--- src/rtl/grf_pkg.sv ---
// Shared types, codes and helper functions of the glyph pixel renderer.
package grf_pkg;

  // Item kinds carried in the input tuser.
  localparam logic [1:0] KIND_LOAD = 2'd0;
  localparam logic [1:0] KIND_MOVE = 2'd1;
  localparam logic [1:0] KIND_DRAW = 2'd2;

  // Configuration register indexes.
  localparam logic [2:0] REG_CLIP_LEFT   = 3'd0;
  localparam logic [2:0] REG_CLIP_RIGHT  = 3'd1;
  localparam logic [2:0] REG_CLIP_TOP    = 3'd2;
  localparam logic [2:0] REG_CLIP_BOTTOM = 3'd3;
  localparam logic [2:0] REG_LINE_WIDTH  = 3'd4;
  localparam logic [2:0] REG_FIELD_MASK  = 3'd5;
  localparam logic [2:0] REG_FG_COLOR    = 3'd6;
  localparam logic [2:0] REG_BG_COLOR    = 3'd7;

  // Port widths.
  localparam int unsigned IN_DATA_W  = 40;
  localparam int unsigned OUT_DATA_W = 32;
  localparam int unsigned CFG_DATA_W = 11;
  localparam int unsigned ADDR_W     = 21;

  // Glyph code window and cursor limit.
  localparam logic [7:0]  CODE_FIRST   = 8'd32;
  localparam logic [7:0]  CODE_LAST    = 8'd127;
  localparam logic [10:0] CURSOR_X_MAX = 11'd2047;

  // Commands from the controller to the datapath.
  typedef struct packed {
    logic load_font;   // write one font byte
    logic set_cursor;  // place the cursor at a cell
    logic start_draw;  // latch glyph and row base of a new character
    logic fetch_row;   // read the current glyph row
    logic emit;        // load one pixel into the output register
    logic next_row;    // step to the next row and prefetch it
    logic finish;      // last pixel of the character: advance cursor
  } grf_cmd_t;

  // Status from the datapath to the controller.
  typedef struct packed {
    logic col_last;
    logic row_last;
    logic out_free;
  } grf_sts_t;

  // Codes outside the printable range draw glyph 0.
  function automatic logic [6:0] glyph_of(input logic [7:0] code);
    logic [7:0] diff;
    diff = code - CODE_FIRST;
    if (code < CODE_FIRST || code > CODE_LAST) begin
      return 7'd0;
    end
    return diff[6:0];
  endfunction

endpackage

--- src/rtl/grf_ctrl.sv ---
// Controller state machine that sequences font loads, moves and character draws.
module grf_ctrl
  import grf_pkg::*;
(
  input  logic       clk_i,
  input  logic       rst_ni,
  input  logic       in_valid_i,
  input  logic [1:0] in_kind_i,
  output logic       in_ready_o,
  input  grf_sts_t   sts_i,
  output grf_cmd_t   cmd_o
);

  typedef enum logic [1:0] {
    ST_IDLE,
    ST_FETCH,
    ST_EMIT
  } state_e;

  state_e state_q;
  state_e state_d;
  logic   accept;

  assign in_ready_o = (state_q == ST_IDLE);
  assign accept     = in_valid_i && in_ready_o;

  // Command decode.
  always_comb begin
    cmd_o            = '0;
    cmd_o.load_font  = accept && (in_kind_i == KIND_LOAD);
    cmd_o.set_cursor = accept && (in_kind_i == KIND_MOVE);
    cmd_o.start_draw = accept && (in_kind_i == KIND_DRAW);
    cmd_o.fetch_row  = (state_q == ST_FETCH);
    cmd_o.emit       = (state_q == ST_EMIT) && sts_i.out_free;
    cmd_o.next_row   = cmd_o.emit && sts_i.col_last && !sts_i.row_last;
    cmd_o.finish     = cmd_o.emit && sts_i.col_last && sts_i.row_last;
  end

  // Next state.
  always_comb begin
    state_d = state_q;
    unique case (state_q)
      ST_IDLE: begin
        if (cmd_o.start_draw) begin
          state_d = ST_FETCH;
        end
      end
      ST_FETCH: begin
        state_d = ST_EMIT;
      end
      ST_EMIT: begin
        if (cmd_o.finish) begin
          state_d = ST_IDLE;
        end
      end
      default: begin
        state_d = ST_IDLE;
      end
    endcase
  end

  // State register.
  always_ff @(posedge clk_i or negedge rst_ni) begin
    if (!rst_ni) begin
      state_q <= ST_IDLE;
    end else begin
      state_q <= state_d;
    end
  end

endmodule

--- config.mk ---
export PLATFORM = sky130hd
export DESIGN_NAME = grf_ctrl
export DESIGN_NICKNAME = d
export VERILOG_FILES = /design/src/rtl/grf_pkg.sv /design/src/rtl/grf_ctrl.sv
export SDC_FILE = /design/constraint.sdc
export NUM_CORES = 1
export LEC_CHECK = 0
export ABC_CLOCK_PERIOD_IN_PS = 1400
export BUFFER_PORTS_ARGS = -buffer_cell sky130_fd_sc_hd__buf_2
export CAP_MARGIN = 20
export CORE_AREA = 2 2 39 41
export CTS_CLUSTER_DIAMETER = 120
export DETAILED_ROUTE_END_ITERATION = 16
export DIE_AREA = 0 0 41 43
export GPL_TIMING_DRIVEN = 0
export PLACE_DENSITY = 0.44
export SLEW_MARGIN = 15
export SYNTH_ARGS = -nofsm -noshare
export SYNTH_HDL_FRONTEND = slang
export SYNTH_SLANG_ARGS = --single-unit
--- constraint.sdc ---
create_clock -name clk_i -period 1.4 [get_ports clk_i]
set_input_delay 0.28 -clock clk_i [delete_from_list [all_inputs] [get_ports clk_i]]
set_output_delay 0.28 -clock clk_i [all_outputs]
set_load 0.02 [all_outputs]
* Yosys cells after proc, flatten, opt, wreduce, memory -nomap -nowiden
Index checks and enable logic that the tools add are counted.
** Operators by class
- Eq/ne operators :: 6
- Multiplexer cells :: 3
- Reductions and logical operators :: 12
** Operator list (number)
- logical AND 1 bit :: 8
- case mux 2 bit (3 select lines) :: 1
- equality test 2 x 1 -> 1 bit, second input constant :: 2
- equality test 2 bit, second input constant :: 2
- zero test 2 bit :: 2
- two-way mux 2 bit :: 2
- inequality test 2 x 1 -> 1 bit, second input constant :: 1
- inequality test 2 bit, second input constant :: 1
- AND reduction 2 bit :: 1
- zero test 1 bit :: 1
** Storage, ports and cells
- Flip-flop bits (word level) :: 2
- Bits of input ports :: 8
- Output and inout port bits :: 8
- Logic and storage cells :: 22

* Logic depth before layout (Yosys ltp)
- Word-level depth :: 6
- Depth in mapped cells :: 2
- Depth with buffers taken out :: 2

* Least setup slack after synthesis
No wires, ideal clock.
- Path type :: register -> output
- Start :: register state_q[0]
- End :: output port cmd_o[4] (netlist bit)
- Arrival :: 1.015 ns
- Data required time :: 1.120 ns
- Path slack :: 0.105 ns
- Cell stages (with the launch flop) :: 3
- Buffers on the path :: 0
- Cells stage by stage :: dfrtp_1 nor2_2 and4b_1
** RTL lines
- start: declaration :: RTL line grf_ctrl.sv:20 : state_e state_q;
- start signal: assignment :: RTL line grf_ctrl.sv:67 : state_q <= state_d;
- end: declaration :: RTL line grf_ctrl.sv:11 : output grf_cmd_t cmd_o

==> out/metrics.yaml <==
status: "completed"
min_period_ns: 1.40
vias: 191
hold_violations: 0
tightestPinTransition_ns: 0.165
finalCritPeriodShare_pct: 99.8
crit_required_ns: 1.12
grt_setup_unrepaired: "true"
drt_pass1_iterations: 2
clock_latency_ns: 0.22
ios: 16
finalWirelength_um: 396
portBuffers: 15
yosysSeqAreaShare_pct: 33.3
finalSetupViolations: 0
grt_usage_pct: 6.13
grt_start_max_net_pins: 6
avgViaCountPerCell: 3.75
slowest_stage: "dfrtp_1"
cp-end-kind: "primary output"
grt.overflow.total: 0
hpwl_um: 326
grt_pass1_vias: 169
yosys.area.top_type: "dfrtp_1"
final_common_cell: "buf_2"
synth.cell_area_um2: 150
fp.dieArea_um2: 1760
rows: 14
cts-htree-levels: 1
setup_ws_ns: 0.00342
grt_antenna_before_repair: 0
leakage_nw: 0.171
wl_per_cell_um: 7.76
fp.dieW_um: 41
fin_nets: 45
regMostFlops: "state_q"
num_antenna_cells: 0
synth.ff_latch_count: 2
largest_reg_flops: 2
core_um2: 1380
placed_area_um2: 245
synth_cell_type_count: 11
ant_nets: 0
slowest_delay_ns: 0.41
initial_core_util_pct: 10.8
drive_gt1_share_pct: 54.3
clk_pin_slew_worst_paths_ns: 0.03
grt_pass1_wl_um: 621
max-clock-path-buffers: 2
drc_errors: 0
syn_nets: 24
fmax_mhz: 716
die_y_um: 43
hold_path_class: "primary input to asynchronous set/reset pin"
synth_area_leaders: "dfrtp_1 33%, and4b_1 20%, and4bb_1 8.3%, nor2b_1 8.3%, nand4b_1 5.8%"
slew_headroom_pct: 89.0
finalMaxSlewViolations: 0
ctsRootBufferMaster: "clkbuf_4"
yosysWarningCount: 0
power.total_mw: 0.349
syn_avg_cell_area_um2: 9.38
numCtsBuffers: 3
drt-initial-drc-count: 4
cts.sinks: 2
gp_congestion: 0.564
startpoint_type: "register"
cts_tree: "done"
worstSetupPathType: "register to primary output"
detailedPlace.worstSlack_ns: 0.194
max-vdd-ir-drop_uv: 372
top_regs: "state_q: 2 flops"
synth_top_area_share_pct: 33.3
final_area_um2: 299
worstPathArrival_ns: 1.12
cap_violations: 0
power_density_nw_per_um2: 1170
postSynthCellCount: 16
path_cells: "nor2_4 > and4b_1 > buf_4"
cp_max_fo: 5
fin_worst_skew_ns: 0.00243
mostFrequentLayoutCells: "10 x buf_2, 4 x buf_4, 3 x and4b_1, 3 x clkbuf_4"
area_delta_synth_final_pct: 99.2
==> path summary, 6_finish.rpt <==
path | start | to | slack (ns) | cells past startpoint
max in group asynchronous | rst_ni | state_q[0]$_DFFE_PN0P_ | 0.93 | 2
worst max register to register | state_q[1]$_DFFE_PN0P_ | state_q[1]$_DFFE_PN0P_ | 0.55 | 2
worst min register to register | state_q[0]$_DFFE_PN0P_ | state_q[0]$_DFFE_PN0P_ | 0.66 | 2
worst min-delay path | rst_ni | state_q[1]$_DFFE_PN0P_ | 0.37 | 2
worst max-delay path | state_q[1]$_DFFE_PN0P_ | cmd_o[5] | 0.003 | 3
min in group clk_i | in_valid_i | state_q[0]$_DFFE_PN0P_ | 0.37 | 2
==> synthesized netlist by cell type <==
| master | number |
|---|---|
| nor2b_1 | 2 |
| a21o_1 | 1 |
| and4b_1 | 3 |
| nor2_1 | 2 |
| nand4b_1 | 1 |
| nand3_1 | 1 |
| dfrtp_1 | 2 |
| nor2_2 | 1 |
| and2_1 | 1 |
| and4bb_1 | 1 |
| inv_1 | 1 |
==> routing by layer <==
| metal | vias to the layer above | GRT usage (%) | share of wire (%) |
|---|---|---|---|
| met1 | 75 | 6.77 | 49 |
| met5 | - | 0 | 0 |
| met4 | 0 | 4.00 | 0 |
| met2 | 16 | 5.94 | 31 |
| li1 | 100 | - | - |
| met3 | 0 | 7.85 | 19 |
==> worst max-delay path, delay by kind of cell (launching register included) <==
family | cells | cell delay (ns)
buffers and inverters | 1 | 0.14
flip-flops | 1 | 0.41
AND/OR/NAND/NOR | 2 | 0.34
==> report_power, final <==
part / internal (mW) / leakage [nW] / switching (mW) / total [mW]
registers: 0.0699 / 0.0265 / 0.0160 / 0.0858
logic: 0.0639 / 0.131 / 0.0739 / 0.138
clock network: 0.0944 / 0.0138 / 0.0309 / 0.125
==> kinds of logic after synthesis <==
family / synth area share [%]
buffers and inverters: 2.50
AND/OR/NAND/NOR: 59.2
AO/OA/AOI/OAI: 5.00
flip-flops: 33.3
==> stage by stage <==
stage / hold WS [ns] / cells / TNS [ns] / util, %
after floorplan: -0.0156 / 16 / 0 / -
after global placement: 0.0665 / 47 / 0 / 17.7
after detailed placement: 0.0709 / 47 / 0 / 17.7
after CTS: 0.361 / 51 / -0.0197 / 21.2
after global routing: 0.379 / 51 / -0.381 / 21.6
final: 0.372 / 51 / 0 / 21.6
==> timing repair <==
item,4_1_cts,5_1_grt
hold buffers,1,0
endpoints found under the setup margin,3,6
gates resized for setup,5,2
pin swaps,1,2
setup buffers,0,0
endpoints found under the hold margin,2,0
==> area by class of cell <==
cell class,instances,area [um^2]
well taps,16,20.0
inverters,1,3.75
flip-flops and latches,2,50.0
clock buffers,3,22.5
repair buffers,16,101
fillers,147,1080
multi-input cells,13,101
(Power assumes the default switching activity.)
